$ cat src/hw/rtl/mrfd_pkg.sv
`default_nettype none
// ----------------------------------------------------------------------------
// Modbus RTU frame delimiter package
// Shared types, codes and the CRC-16/Modbus byte fold used by the delimiter.
// ----------------------------------------------------------------------------
package mrfd_pkg;

  localparam int unsigned CfgIdxW  = 1;
  localparam int unsigned CfgDataW = 8;
  localparam int unsigned QtyLimW  = 7;

  localparam logic [15:0] CrcInit = 16'hFFFF;
  localparam logic [15:0] CrcPoly = 16'hA001;

  localparam logic [7:0] FcReadHolding  = 8'h03;
  localparam logic [7:0] FcReadInput    = 8'h04;
  localparam logic [7:0] FcExcHolding   = 8'h83;
  localparam logic [7:0] FcExcInput     = 8'h84;

  localparam logic [6:0] QtyLimReset    = 7'd125;
  localparam logic [7:0] CountLimReset  = 8'd250;

  localparam logic [7:0] ExcLen         = 8'd5;
  localparam logic [7:0] ReqLen         = 8'd8;
  localparam logic [7:0] MinJudgeLen    = 8'd4;
  localparam logic [7:0] RespOverhead   = 8'd5;
  localparam logic [7:0] SeenMax        = 8'hFF;

  // Configuration register indexes.
  typedef enum logic [CfgIdxW-1:0] {
    CFG_MAX_QTY = 1'b0,
    CFG_MAX_BC  = 1'b1
  } cfg_idx_e;

  // Kind of frame found in a window.
  typedef enum logic [1:0] {
    OUT_NONE      = 2'd0,
    OUT_EXCEPTION = 2'd1,
    OUT_REQUEST   = 2'd2,
    OUT_RESPONSE  = 2'd3
  } outcome_e;

  // Snapshot of a closed window, handed from the front to the back.
  typedef struct packed {
    logic [7:0]  seen;
    logic [7:0]  unit;
    logic [7:0]  code;
    logic [7:0]  count;
    logic [15:0] reg_word;
    logic [15:0] qty_word;
    logic        req_possible;
    logic        crc_at5;
    logic        crc_at8;
    logic        crc_atresp;
  } window_rec_t;

  // One result item.
  typedef struct packed {
    outcome_e    outcome;
    logic [7:0]  frame_length;
    logic [7:0]  unit_address;
    logic [7:0]  function_code;
    logic        crc_ok;
    logic [7:0]  exception_code;
    logic [15:0] start_register;
    logic [15:0] read_quantity;
    logic [7:0]  response_byte_count;
  } result_t;

  // Fold one byte into a CRC-16/Modbus, reflected, one bit per step.
  function automatic logic [15:0] crc_fold(logic [15:0] crc_in, logic [7:0] data);
    logic [15:0] crc;
    crc = crc_in ^ {8'h00, data};
    for (int i = 0; i < 8; i++) begin
      if (crc[0]) begin
        crc = (crc >> 1) ^ CrcPoly;
      end else begin
        crc = crc >> 1;
      end
    end
    return crc;
  endfunction

endpackage
`default_nettype wire

$ cat src/hw/rtl/modbus_rtu_frame_delimiter.sv
// Throughput: one byte item per cycle, sustained, with the output free.
// Two register stages lie between the byte that ends the buffer and its result
//   item (window queue, then output register).
// A window queue of QueueDepth entries lets the front end run on while the
//   output is stalled; input stalls only when that queue is full.
// Reset clears the window state and sets the limits to 125 and 250.
`default_nettype none
// ----------------------------------------------------------------------------
// Modbus RTU frame delimiter
// Finds exception, read request and read response frames in candidate
// windows of a sniffed Modbus RTU byte stream.
// ----------------------------------------------------------------------------
module modbus_rtu_frame_delimiter #(
  parameter int unsigned QueueDepth = 2
) (
  input  wire logic                          clk_i,
  input  wire logic                          rst_ni,
  input  wire logic                          cfg_we_i,
  input  wire logic [mrfd_pkg::CfgIdxW-1:0]  cfg_idx_i,
  input  wire logic [mrfd_pkg::CfgDataW-1:0] cfg_wdata_i,
  input  wire logic                          in_valid_i,
  output logic                               in_stall_o,
  input  wire logic [7:0]                    byte_value_i,
  input  wire logic                          window_start_i,
  input  wire logic                          buffer_end_i,
  output logic                               out_valid_o,
  input  wire logic                          out_stall_i,
  output logic [1:0]                         outcome_o,
  output logic [7:0]                         frame_length_o,
  output logic [7:0]                         unit_address_o,
  output logic [7:0]                         function_code_o,
  output logic                               crc_ok_o,
  output logic [7:0]                         exception_code_o,
  output logic [15:0]                        start_register_o,
  output logic [15:0]                        read_quantity_o,
  output logic [7:0]                         response_byte_count_o
);

  logic                  accept;
  logic                  push;
  logic                  full;
  logic                  pop;
  logic                  q_valid;
  mrfd_pkg::window_rec_t push_rec;
  mrfd_pkg::window_rec_t q_rec;
  mrfd_pkg::result_t     res;

  assign in_stall_o = full;
  assign accept     = in_valid_i && !full;

  // Window tracking per byte.
  mrfd_front u_front (
    .clk_i          (clk_i),
    .rst_ni         (rst_ni),
    .accept_i       (accept),
    .byte_value_i   (byte_value_i),
    .window_start_i (window_start_i),
    .buffer_end_i   (buffer_end_i),
    .push_o         (push),
    .rec_o          (push_rec)
  );

  // Closed windows waiting to be judged.
  mrfd_queue #(
    .Depth (QueueDepth)
  ) u_queue (
    .clk_i      (clk_i),
    .rst_ni     (rst_ni),
    .push_i     (push),
    .push_rec_i (push_rec),
    .full_o     (full),
    .pop_i      (pop),
    .valid_o    (q_valid),
    .rec_o      (q_rec)
  );

  // Judgement and output register.
  mrfd_back u_back (
    .clk_i       (clk_i),
    .rst_ni      (rst_ni),
    .cfg_we_i    (cfg_we_i),
    .cfg_idx_i   (cfg_idx_i),
    .cfg_wdata_i (cfg_wdata_i),
    .q_valid_i   (q_valid),
    .q_rec_i     (q_rec),
    .q_pop_o     (pop),
    .out_valid_o (out_valid_o),
    .out_stall_i (out_stall_i),
    .res_o       (res)
  );

  assign outcome_o             = res.outcome;
  assign frame_length_o        = res.frame_length;
  assign unit_address_o        = res.unit_address;
  assign function_code_o       = res.function_code;
  assign crc_ok_o              = res.crc_ok;
  assign exception_code_o      = res.exception_code;
  assign start_register_o      = res.start_register;
  assign read_quantity_o       = res.read_quantity;
  assign response_byte_count_o = res.response_byte_count;

endmodule
`default_nettype wire

$ cat src/hw/rtl/mrfd_front.sv
`default_nettype none
// ----------------------------------------------------------------------------
// Modbus RTU frame delimiter, front end
// Tracks the candidate window byte by byte: count, running CRC, header fields
// and CRC checks at the candidate frame lengths. Emits a window snapshot on
// the byte that marks the end of the buffer.
// ----------------------------------------------------------------------------
module mrfd_front (
  input  wire logic                 clk_i,
  input  wire logic                 rst_ni,
  input  wire logic                 accept_i,
  input  wire logic [7:0]           byte_value_i,
  input  wire logic                 window_start_i,
  input  wire logic                 buffer_end_i,
  output logic                      push_o,
  output mrfd_pkg::window_rec_t     rec_o
);

  logic        open_q, open_d;
  logic [7:0]  seen_q, seen_d;
  logic [15:0] crc_q, crc_d;
  logic [15:0] crc_prev_q, crc_prev_d;
  logic [7:0]  unit_q, unit_d;
  logic [7:0]  code_q, code_d;
  logic [7:0]  count_q, count_d;
  logic [15:0] regw_q, regw_d;
  logic [15:0] qty_q, qty_d;
  logic [7:0]  recent_q, recent_d;
  logic        reqp_q, reqp_d;
  logic        c5_q, c5_d;
  logic        c8_q, c8_d;
  logic        cr_q, cr_d;
  logic        push;

  // Window update for one accepted byte.
  always_comb begin
    logic [7:0] n_new;
    logic       match;
    n_new      = 8'd0;
    match      = 1'b0;
    push       = 1'b0;
    open_d     = open_q;
    seen_d     = seen_q;
    crc_d      = crc_q;
    crc_prev_d = crc_prev_q;
    unit_d     = unit_q;
    code_d     = code_q;
    count_d    = count_q;
    regw_d     = regw_q;
    qty_d      = qty_q;
    recent_d   = recent_q;
    reqp_d     = reqp_q;
    c5_d       = c5_q;
    c8_d       = c8_q;
    cr_d       = cr_q;
    if (accept_i) begin
      // A start flag drops any open window and opens a fresh one.
      if (window_start_i) begin
        open_d     = 1'b1;
        seen_d     = 8'd0;
        crc_d      = mrfd_pkg::CrcInit;
        crc_prev_d = mrfd_pkg::CrcInit;
        unit_d     = 8'd0;
        code_d     = 8'd0;
        count_d    = 8'd0;
        regw_d     = 16'd0;
        qty_d      = 16'd0;
        recent_d   = 8'd0;
        reqp_d     = 1'b0;
        c5_d       = 1'b0;
        c8_d       = 1'b0;
        cr_d       = 1'b0;
      end
      if (open_d) begin
        // The count saturates; bytes past that point change nothing.
        if (seen_d != mrfd_pkg::SeenMax) begin
          n_new      = seen_d + 8'd1;
          seen_d     = n_new;
          match      = (n_new >= 8'd2) && (crc_prev_d == {byte_value_i, recent_d});
          crc_prev_d = crc_d;
          crc_d      = mrfd_pkg::crc_fold(crc_d, byte_value_i);
          if (n_new == 8'd1) begin
            unit_d = byte_value_i;
          end
          if (n_new == 8'd2) begin
            code_d = byte_value_i;
            reqp_d = (byte_value_i == mrfd_pkg::FcReadHolding) ||
                     (byte_value_i == mrfd_pkg::FcReadInput);
          end
          if (n_new == 8'd3) begin
            count_d = byte_value_i;
          end
          if (n_new == 8'd4) begin
            regw_d = {count_d, byte_value_i};
          end
          if (n_new == 8'd5) begin
            qty_d = {byte_value_i, 8'd0};
            c5_d  = match;
          end
          if (n_new == 8'd6) begin
            qty_d = {qty_d[15:8], byte_value_i};
          end
          if (n_new == 8'd8) begin
            c8_d = match;
          end
          if ((n_new >= mrfd_pkg::MinJudgeLen) &&
              ({1'b0, n_new} == ({1'b0, count_d} + {1'b0, mrfd_pkg::RespOverhead}))) begin
            cr_d = match;
          end
          recent_d = byte_value_i;
        end
        // The end of the buffer closes the window and yields one item.
        if (buffer_end_i) begin
          push   = 1'b1;
          open_d = 1'b0;
        end
      end
    end
  end

  // Window state registers.
  always_ff @(posedge clk_i or negedge rst_ni) begin
    if (!rst_ni) begin
      open_q     <= 1'b0;
      seen_q     <= 8'd0;
      crc_q      <= mrfd_pkg::CrcInit;
      crc_prev_q <= mrfd_pkg::CrcInit;
      unit_q     <= 8'd0;
      code_q     <= 8'd0;
      count_q    <= 8'd0;
      regw_q     <= 16'd0;
      qty_q      <= 16'd0;
      recent_q   <= 8'd0;
      reqp_q     <= 1'b0;
      c5_q       <= 1'b0;
      c8_q       <= 1'b0;
      cr_q       <= 1'b0;
    end else begin
      open_q     <= open_d;
      seen_q     <= seen_d;
      crc_q      <= crc_d;
      crc_prev_q <= crc_prev_d;
      unit_q     <= unit_d;
      code_q     <= code_d;
      count_q    <= count_d;
      regw_q     <= regw_d;
      qty_q      <= qty_d;
      recent_q   <= recent_d;
      reqp_q     <= reqp_d;
      c5_q       <= c5_d;
      c8_q       <= c8_d;
      cr_q       <= cr_d;
    end
  end

  // Snapshot of the window as it stands after this byte.
  assign push_o             = push;
  assign rec_o.seen         = seen_d;
  assign rec_o.unit         = unit_d;
  assign rec_o.code         = code_d;
  assign rec_o.count        = count_d;
  assign rec_o.reg_word     = regw_d;
  assign rec_o.qty_word     = qty_d;
  assign rec_o.req_possible = reqp_d;
  assign rec_o.crc_at5      = c5_d;
  assign rec_o.crc_at8      = c8_d;
  assign rec_o.crc_atresp   = cr_d;

endmodule
`default_nettype wire

$ cat src/hw/rtl/mrfd_queue.sv
`default_nettype none
// ----------------------------------------------------------------------------
// Modbus RTU frame delimiter, window queue
// Small first-in first-out buffer of closed window snapshots between the
// front end and the judging back end.
// ----------------------------------------------------------------------------
module mrfd_queue #(
  parameter int unsigned Depth = 2
) (
  input  wire logic                  clk_i,
  input  wire logic                  rst_ni,
  input  wire logic                  push_i,
  input  wire mrfd_pkg::window_rec_t push_rec_i,
  output logic                       full_o,
  input  wire logic                  pop_i,
  output logic                       valid_o,
  output mrfd_pkg::window_rec_t      rec_o
);

  localparam int unsigned PtrW = (Depth > 1) ? $clog2(Depth) : 1;
  localparam int unsigned CntW = $clog2(Depth + 1);

  mrfd_pkg::window_rec_t slots_q [Depth];
  logic [PtrW-1:0] wr_ptr_q, rd_ptr_q;
  logic [CntW-1:0] count_q;
  logic            do_push, do_pop;

  assign full_o  = (count_q == CntW'(Depth));
  assign valid_o = (count_q != '0);
  assign rec_o   = slots_q[rd_ptr_q];
  assign do_push = push_i && !full_o;
  assign do_pop  = pop_i && valid_o;

  // Pointers and fill count.
  always_ff @(posedge clk_i or negedge rst_ni) begin
    if (!rst_ni) begin
      wr_ptr_q <= '0;
      rd_ptr_q <= '0;
      count_q  <= '0;
    end else begin
      if (do_push) begin
        wr_ptr_q <= (wr_ptr_q == PtrW'(Depth - 1)) ? '0 : wr_ptr_q + PtrW'(1);
      end
      if (do_pop) begin
        rd_ptr_q <= (rd_ptr_q == PtrW'(Depth - 1)) ? '0 : rd_ptr_q + PtrW'(1);
      end
      if (do_push && !do_pop) begin
        count_q <= count_q + CntW'(1);
      end else if (do_pop && !do_push) begin
        count_q <= count_q - CntW'(1);
      end
    end
  end

  // Entry storage.
  always_ff @(posedge clk_i) begin
    if (do_push) begin
      slots_q[wr_ptr_q] <= push_rec_i;
    end
  end

endmodule
`default_nettype wire

$ cat src/hw/rtl/mrfd_back.sv
`default_nettype none
// ----------------------------------------------------------------------------
// Modbus RTU frame delimiter, back end
// Holds the two limit registers, judges each window snapshot against them
// and keeps the result item in an output register until it is taken.
// ----------------------------------------------------------------------------
module mrfd_back (
  input  wire logic                          clk_i,
  input  wire logic                          rst_ni,
  input  wire logic                          cfg_we_i,
  input  wire logic [mrfd_pkg::CfgIdxW-1:0]  cfg_idx_i,
  input  wire logic [mrfd_pkg::CfgDataW-1:0] cfg_wdata_i,
  input  wire logic                          q_valid_i,
  input  wire mrfd_pkg::window_rec_t         q_rec_i,
  output logic                               q_pop_o,
  output logic                               out_valid_o,
  input  wire logic                          out_stall_i,
  output mrfd_pkg::result_t                  res_o
);

  logic [mrfd_pkg::QtyLimW-1:0] qty_lim_q;
  logic [7:0]                   count_lim_q;
  logic                         out_valid_q;
  mrfd_pkg::result_t            res_q, res_d;
  logic                         load;

  // Limit registers.
  always_ff @(posedge clk_i or negedge rst_ni) begin
    if (!rst_ni) begin
      qty_lim_q   <= mrfd_pkg::QtyLimReset;
      count_lim_q <= mrfd_pkg::CountLimReset;
    end else if (cfg_we_i) begin
      unique case (mrfd_pkg::cfg_idx_e'(cfg_idx_i))
        mrfd_pkg::CFG_MAX_QTY: qty_lim_q   <= cfg_wdata_i[mrfd_pkg::QtyLimW-1:0];
        mrfd_pkg::CFG_MAX_BC:  count_lim_q <= cfg_wdata_i[7:0];
        default: ;
      endcase
    end
  end

  // Frame judgement: exception first, then request, then response.
  always_comb begin
    logic       is_exc_code;
    logic       exc_ok;
    logic       req_ok;
    logic       resp_ok;
    logic [8:0] resp_len;
    is_exc_code = (q_rec_i.code == mrfd_pkg::FcExcHolding) ||
                  (q_rec_i.code == mrfd_pkg::FcExcInput);
    resp_len    = {1'b0, q_rec_i.count} + {1'b0, mrfd_pkg::RespOverhead};
    exc_ok      = is_exc_code && (q_rec_i.seen >= mrfd_pkg::ExcLen) && q_rec_i.crc_at5;
    req_ok      = q_rec_i.req_possible && (q_rec_i.seen >= mrfd_pkg::ReqLen) &&
                  (q_rec_i.qty_word != 16'd0) &&
                  (q_rec_i.qty_word <= {{(16 - mrfd_pkg::QtyLimW){1'b0}}, qty_lim_q});
    resp_ok     = q_rec_i.req_possible && (q_rec_i.count >= 8'd2) && !q_rec_i.count[0] &&
                  (q_rec_i.count <= count_lim_q) && ({1'b0, q_rec_i.seen} >= resp_len);
    res_d = '0;
    res_d.outcome = mrfd_pkg::OUT_NONE;
    if (q_rec_i.seen >= mrfd_pkg::MinJudgeLen) begin
      if (exc_ok) begin
        res_d.outcome        = mrfd_pkg::OUT_EXCEPTION;
        res_d.frame_length   = mrfd_pkg::ExcLen;
        res_d.crc_ok         = 1'b1;
        res_d.exception_code = q_rec_i.count;
      end else if (req_ok) begin
        res_d.outcome        = mrfd_pkg::OUT_REQUEST;
        res_d.frame_length   = mrfd_pkg::ReqLen;
        res_d.crc_ok         = q_rec_i.crc_at8;
        res_d.start_register = q_rec_i.reg_word;
        res_d.read_quantity  = q_rec_i.qty_word;
      end else if (resp_ok) begin
        res_d.outcome             = mrfd_pkg::OUT_RESPONSE;
        res_d.frame_length        = resp_len[7:0];
        res_d.crc_ok              = q_rec_i.crc_atresp;
        res_d.response_byte_count = q_rec_i.count;
      end
      if (exc_ok || req_ok || resp_ok) begin
        res_d.unit_address  = q_rec_i.unit;
        res_d.function_code = q_rec_i.code;
      end
    end
  end

  // The output register takes a new item whenever it is empty or being taken.
  assign load    = q_valid_i && (!out_valid_q || !out_stall_i);
  assign q_pop_o = load;

  always_ff @(posedge clk_i or negedge rst_ni) begin
    if (!rst_ni) begin
      out_valid_q <= 1'b0;
    end else if (load) begin
      out_valid_q <= 1'b1;
    end else if (!out_stall_i) begin
      out_valid_q <= 1'b0;
    end
  end

  always_ff @(posedge clk_i) begin
    if (load) begin
      res_q <= res_d;
    end
  end

  assign out_valid_o = out_valid_q;
  assign res_o       = res_q;

endmodule
`default_nettype wire

$ cat config.mk
export PLATFORM = sky130hd
export DESIGN_NAME = modbus_rtu_frame_delimiter
export DESIGN_NICKNAME = d
export VERILOG_FILES = /design/src/hw/rtl/mrfd_pkg.sv /design/src/hw/rtl/modbus_rtu_frame_delimiter.sv /design/src/hw/rtl/mrfd_front.sv /design/src/hw/rtl/mrfd_queue.sv /design/src/hw/rtl/mrfd_back.sv
export SDC_FILE = /design/constraint.sdc
export NUM_CORES = 1
export LEC_CHECK = 0
export BUFFER_PORTS_ARGS = -buffer_cell sky130_fd_sc_hd__buf_2
export CORE_ASPECT_RATIO = 0.7
export CORE_MARGIN = 3
export CORE_UTILIZATION = 55
export DETAILED_ROUTE_END_ITERATION = 7
export GPL_ROUTABILITY_DRIVEN = 0
export HOLD_SLACK_MARGIN = 0.1
export PLACE_DENSITY = 0.74
export SLEW_MARGIN = 40
export SYNTH_ARGS = -nofsm -noshare
export SYNTH_HDL_FRONTEND = slang
export SYNTH_HIERARCHICAL = 1
export SYNTH_SLANG_ARGS = --single-unit
$ cat constraint.sdc
create_clock -name clk_i -period 8.3 [get_ports clk_i]
set_input_delay 0.83 -clock clk_i [delete_from_list [all_inputs] [get_ports clk_i]]
set_output_delay 0.83 -clock clk_i [all_outputs]
set_load 0.05 [all_outputs]
# == After elaboration in Yosys (flattened, before gate mapping) ==
# Memories as Yosys holds them, arrays and structs flattened.
# Index checks and enable logic that the tools add are counted.
# totals
word_cells,232
reg_bits,204
input_bits,24
output_inout_bits,77
mem_bits_rw,136
mem_count,1
# classes
n_reduce_logical,38
n_eq_ne,16
n_mux,116
n_bitwise,13
magnitude_cmp,9
addsub,7
# mem_list
name,depth,word_bits,rd,rd_ports_with_merged_regs,wr,line_no,rtl
u_queue.slots_q,2,68,1,0,1,mrfd_queue.sv:23,mrfd_pkg::window_rec_t slots_q [Depth];
# ops
op,n
$mux 16,47
$mux 8,28
$mux 1,36
$eq 8x3->1 const B,4
$eq 8x2->1 const B,3
$ge 8x3->1 const B,3
$not 2->3,8
$mux 10,2
$add 8x3->9 const B,2
$logic_and 1x1->1,17
$eq 16x16->1,1
$eq 8x8->1 const B,2
$ge 8x2->1 const B,2
$le 16x7->1,1
$reduce_bool 16->1,1
$xor 16x8->16,1
$eq 8x9->1,1
$ge 8x9->1,1
$mux 9,1
$add 8x1->8 const B,1
$eq 8x1->1 const B,1
$eq 8x4->1 const B,1
$ge 8x4->1 const B,1
$le 8x8->1,1
other kinds (15),33

# == Logic depth before layout (Yosys ltp) ==
# depth
word_depth,44
ltp_mapped,22
ltp_nobuf,19

# == Modules after synthesis ==
# Netlist, hierarchy kept.
# modules_own_cells
module,area_each_um2,seq_area_each_um2,n_inst,cells_per_inst
mrfd_front,5938.2,2767.7,1,622
mrfd_queue,5147.4,4184.0,1,231
mrfd_back,4239.1,2667.6,1,314
modbus_rtu_frame_delimiter,13.8,0.0,1,1

# == Worst setup path after synthesis ==
# No wires, ideal clock.
# synth_path
path_type,input -> register
startpoint,input port out_stall_i
endpoint,register u_queue.count_q[1]
setup_ns,0.079
path_buffers,0
path_stages,5
arrival_time_ns,7.745
t_required_ns,8.221
setup_slack_ns,0.476
cell_sequence,a21boi_0 -> nand2_1 -> ha_1 -> nor2_1 -> xor2_1
# synth_between
elab_chain_cells,7
elab_cells_between_ends,9
cone_classes,mux (1); reduce/logical (8)
# synth_lines
item,line_no,rtl
start: declaration,modbus_rtu_frame_delimiter.sv:27,"input wire logic out_stall_i,"
$logic_not 1->1 *,mrfd_back.sv:85,assign load = q_valid_i && (!out_valid_q || !out_stall_i);
$logic_or 1x1->1 *,mrfd_back.sv:85,
$logic_and 1x1->1 *,mrfd_back.sv:85,
$logic_and 1x1->1 *,mrfd_queue.sv:32,assign do_pop = pop_i && valid_o;
$logic_not 1->1,mrfd_queue.sv:47,if (do_push && !do_pop) begin
$logic_and 1x1->1,mrfd_queue.sv:47,
$mux 2 or $reduce_bool 2->1 (tied branches),--,
end signal: assignment,mrfd_queue.sv:48,count_q <= count_q + CntW'(1);
end signal: assignment,mrfd_queue.sv:50,count_q <= count_q - CntW'(1);
end: declaration,mrfd_queue.sv:25,logic [CntW-1:0] count_q;
# Mark *: on every way between the ends. The rest lies on a longest branch, timed or not.
# A chain may end at the register's enable or synchronous reset.

==> results.sh <==
export IMPL_cellPowerDensity_mw_per_mm2=359.9
export IMPL_setup_total_negative_slack_ps=0
export IMPL_overflow=0
export IMPL_cts_tree="built"
export IMPL_place_hpwl_mm=22.18
export IMPL_synth_edff_count=211
export IMPL_power_total_mw=6.152
export IMPL_area_growth_synth_to_final_pct=11.43
export IMPL_postSynth_topFlopCell="edfxtp_1"
export IMPL_setup_violations=0
export IMPL_cp_required_ps=8610
export IMPL_detail_route_first_pass_iterations=5
export IMPL_htreeDepth=1
export IMPL_worst_setup_path_type="in -> reg"
export IMPL_fmax_mhz=182.0
export IMPL_crit_fanout=15
export IMPL_number_of_failing_hold_endpoints_at_the_final_stage=0
export IMPL_yosys_register_bits=340
export IMPL_cts_resized=0
export IMPL_synth_async_sr_flop_share=0.3794
export IMPL_postCtsSetupBuffers=0
export IMPL_synthesis_instances=1168
export IMPL_maxCapViolCount=0
export IMPL_placement_rows=50
export IMPL_route_vias_total=9700
export IMPL_utilization=0.6309
export IMPL_synth_yosys_warnings=6
export IMPL_fin_area_mm2=0.01709
export IMPL_synth_lib_cells_used_distinct=84
export IMPL_cts_inserted_buffers=31
export IMPL_die_height_um=145.7
export IMPL_place_inst=1584
export IMPL_clk_latency_ps=580
export IMPL_seq_area_frac_synth=0.6271
export IMPL_peakVddDrop_mv=0.2215
export IMPL_setup_repair_after_global_routing_missed_its_margin="no"
export IMPL_detail_route_vias_per_cell=5.904
export IMPL_floorplan_die_area_mm2=0.02996
export IMPL_total_routing_usage_gr=0.2300
export IMPL_worst_pin_slew_ps=856.6
export IMPL_die_width_um=205.6
export IMPL_detail_route_drc_violations=0
export IMPL_run_status="complete, no violations"
export IMPL_wl_per_cell_um=20.87
export IMPL_cts_sinks=340
export IMPL_grt_pass1_wl_mm=54.41
export IMPL_timing_critical_path_arrival_ps=5810
export IMPL_drive_gt1_frac=0.2606
export IMPL_postCtsHoldBufs=0
export IMPL_clk_pin_slew_worst_setup_hold_paths_ps=70
export IMPL_synth_cell_area_mm2=0.01534
export IMPL_ioPinCount=101
export IMPL_final_antenna_net_count=0
export IMPL_timing_critical_path_from_type="input port"
export IMPL_drv_slew=0
export IMPL_slew_limit_headroom=0.4229
export IMPL_post_dp_cell_area_mm2=0.01610
export IMPL_pin_count_of_the_biggest_net_entering_global_routing=75
export IMPL_cts_path_max_buffers=3
export IMPL_final_period_minus_worst_setup_slack_ps=5496
export IMPL_drt_wl_total_mm=34.29
export IMPL_final_cells=1643
export IMPL_grt_antenna_before_repair=0
export IMPL_layout_filler_cells=2016
export IMPL_cellLeakagePower_nw=6.810
export IMPL_drtIter0Drc=1062
export IMPL_root_buffer="clkbuf_16"
export IMPL_post_synth_cell_area_avg_um2=13.13
export IMPL_timing_critical_path_to_type="flip-flop"
export IMPL_worst_hold_path_type="in -> async"
export IMPL_reg2regPathDepth=16
export IMPL_core_area_mm2=0.02709
export IMPL_io_buffer_count=100
export IMPL_fin_nets=1309
export IMPL_fin_worst_skew_ps=11.88
export IMPL_min_period_over_period=0.6621
export IMPL_first_global_vias=9432
export IMPL_start_util=0.5662
[power by group]
group	internal [mW]	total [mW]	switching, mW
logic	0.723	2.20	1.48
clock network	0.775	1.39	0.618
registers	2.34	2.55	0.219
total	3.83	6.15	2.32
[layout by cell type (no fill, tap or decap), types with 5 or more instances in the layout]
| cell type | count |
|---|---|
| and3_1 | 13 |
| a22o_1 | 48 |
| a21o_1 | 7 |
| edfxtp_1 | 211 |
| clkbuf_1 | 12 |
| xor2_1 | 25 |
| buf_4 | 10 |
| mux2_2 | 71 |
| o21ai_1 | 6 |
| nor4_1 | 12 |
| ha_1 | 32 |
| inv_1 | 39 |
| dfstp_2 | 44 |
| o21ai_0 | 43 |
| buf_2 | 99 |
| nor3_1 | 7 |
| clkinv_2 | 6 |
| clkbuf_16 | 31 |
| o22ai_1 | 25 |
| and2_2 | 7 |
| and2_1 | 25 |
| nor2_1 | 65 |
| mux2_4 | 10 |
| nor2b_1 | 7 |
| a21oi_1 | 52 |
| xnor2_1 | 45 |
| nand3_1 | 9 |
| conb_1 | 10 |
| nand4_1 | 11 |
| a31oi_1 | 5 |
| and2_4 | 10 |
| dfrtp_1 | 84 |
| nand2_1 | 91 |
| o211ai_1 | 9 |
[state kept, by name, summed over array words and instances, names as in the netlist]
name                flops
u_back/count_lim_q      8
u_back/out_valid_o      1
u_back/qty_lim_q        7
u_back/res_o           75
u_front/c5_q            1
u_front/c8_q            1
u_front/code_q          8
u_front/count_q         8
u_front/cr_q            1
u_front/crc_prev_q     16
u_front/crc_q          16
u_front/open_q          1
u_front/qty_q          16
u_front/recent_q        8
u_front/regw_q         16
u_front/reqp_q          1
u_front/seen_q          8
u_front/unit_q          8
u_queue/count_q         2
u_queue/rd_ptr_q        1
u_queue/slots_q       136
u_queue/wr_ptr_q        1
[layout make-up]
class	instances	area [µm²]	area share
multi-input combinational	727	5268	0.3082
sequential	340	9620	0.5629
tap	364	455.4	0.02665
timing repair buffer	113	615.6	0.03602
antenna	1	2.502	0.0001464
clock buffer	45	848.3	0.04963
clock inverter	13	131.4	0.007687
inverter	40	150.1	0.008785
[cells in the mapped netlist (all sizes together), types with 4 or more instances]
master / n / area, µm²
a211o: 4 / 36.29
a211oi: 6 / 55.05
a21o: 7 / 52.55
a21oi: 52 / 260.3
a221oi: 4 / 52.56
a22o: 52 / 460.4
a311oi: 4 / 35.03
a31oi: 5 / 31.28
and2: 43 / 302.8
and3: 15 / 95.09
buf: 24 / 182.7
clkbuf: 46 / 175.2
dfrtp: 85 / 2127
dfstp: 44 / 1156
edfxtp: 211 / 6336
ha: 32 / 400.4
inv: 39 / 146.4
mux2: 81 / 949.7
nand2: 91 / 341.6
nand3: 10 / 55.05
nand4: 11 / 68.82
nor2: 72 / 295.3
nor2b: 9 / 63.81
nor3: 9 / 61.31
nor4: 12 / 75.07
o2111ai: 4 / 35.03
o211ai: 10 / 88.83
o21ai: 50 / 261.5
o22ai: 25 / 156.4
xnor2: 45 / 394.1
xor2: 25 / 219.0
[metrics by stage]
step	setup slack, ps	hold WS, ps
global placement	2545	473.0
global route	2465	243.8
floorplan	475.9	455.9
CTS	2999	342.2
detailed placement	2382	482.3
finish	2804	205.8
[per-layer routing]
metal / wire length, µm / part of all wire / global-route usage
met1: 15840 / 0.46 / 0.3615
met2: 15030 / 0.44 / 0.3342
met3: 2884 / 0.084 / 0.04762
met4: 536 / 0.016 / 0.04712
met5: 0 / 0 / 0
[final timing paths]
| check | from | to | slack (ps) |
|---|---|---|---|
| worst max-delay path | window_start_i | u_queue/slots_q[1][0] | 2800 |
| worst min-delay path | rst_ni | u_back/out_valid_o | 210 |
| worst max register to register | u_front/seen_q[1] | u_queue/slots_q[1][0] | 2900 |
| worst min register to register | u_front/crc_q[13] | u_front/crc_q[13] | 490 |
| max in group asynchronous | rst_ni | u_front/regw_q[12] | 6990 |
| min in group clk_i | buffer_end_i | u_front/open_q | 460 |
[kinds of logic (layout without fill, tap and decap cells)]
| kind of cell | Yosys count | count (layout) | share of synthesized area |
|---|---|---|---|
| flip-flops | 340 | 340 | 0.6271 |
| AND/OR/NAND/NOR | 292 | 292 | 0.09903 |
| AO/OA/AOI/OAI | 240 | 240 | 0.1103 |
| buffers and inverters | 110 | 211 | 0.03312 |
| multiplexers | 82 | 82 | 0.06257 |
| XOR/XNOR | 71 | 71 | 0.04152 |
| adder cells (fa/ha/maj) | 32 | 32 | 0.02610 |
| other | 1 | 11 | 0.0002445 |
[worst max-delay path, stage by stage]
cell and delay, ps:
buf_2 190, nor2b_1 410, ha_1 470, and3_1 320, a31oi_1 180, a221oi_4 530, o21a_1 500, o21ai_0 260
ha_1 370, xor2_1 170, o211ai_1 110, a41oi_1 190, nand2_1 80, a211o_2 330, a2111oi_4 300, a311oi_1 130
or3b_1 410
No activity file was read; power rests on OpenSTA's default activity.
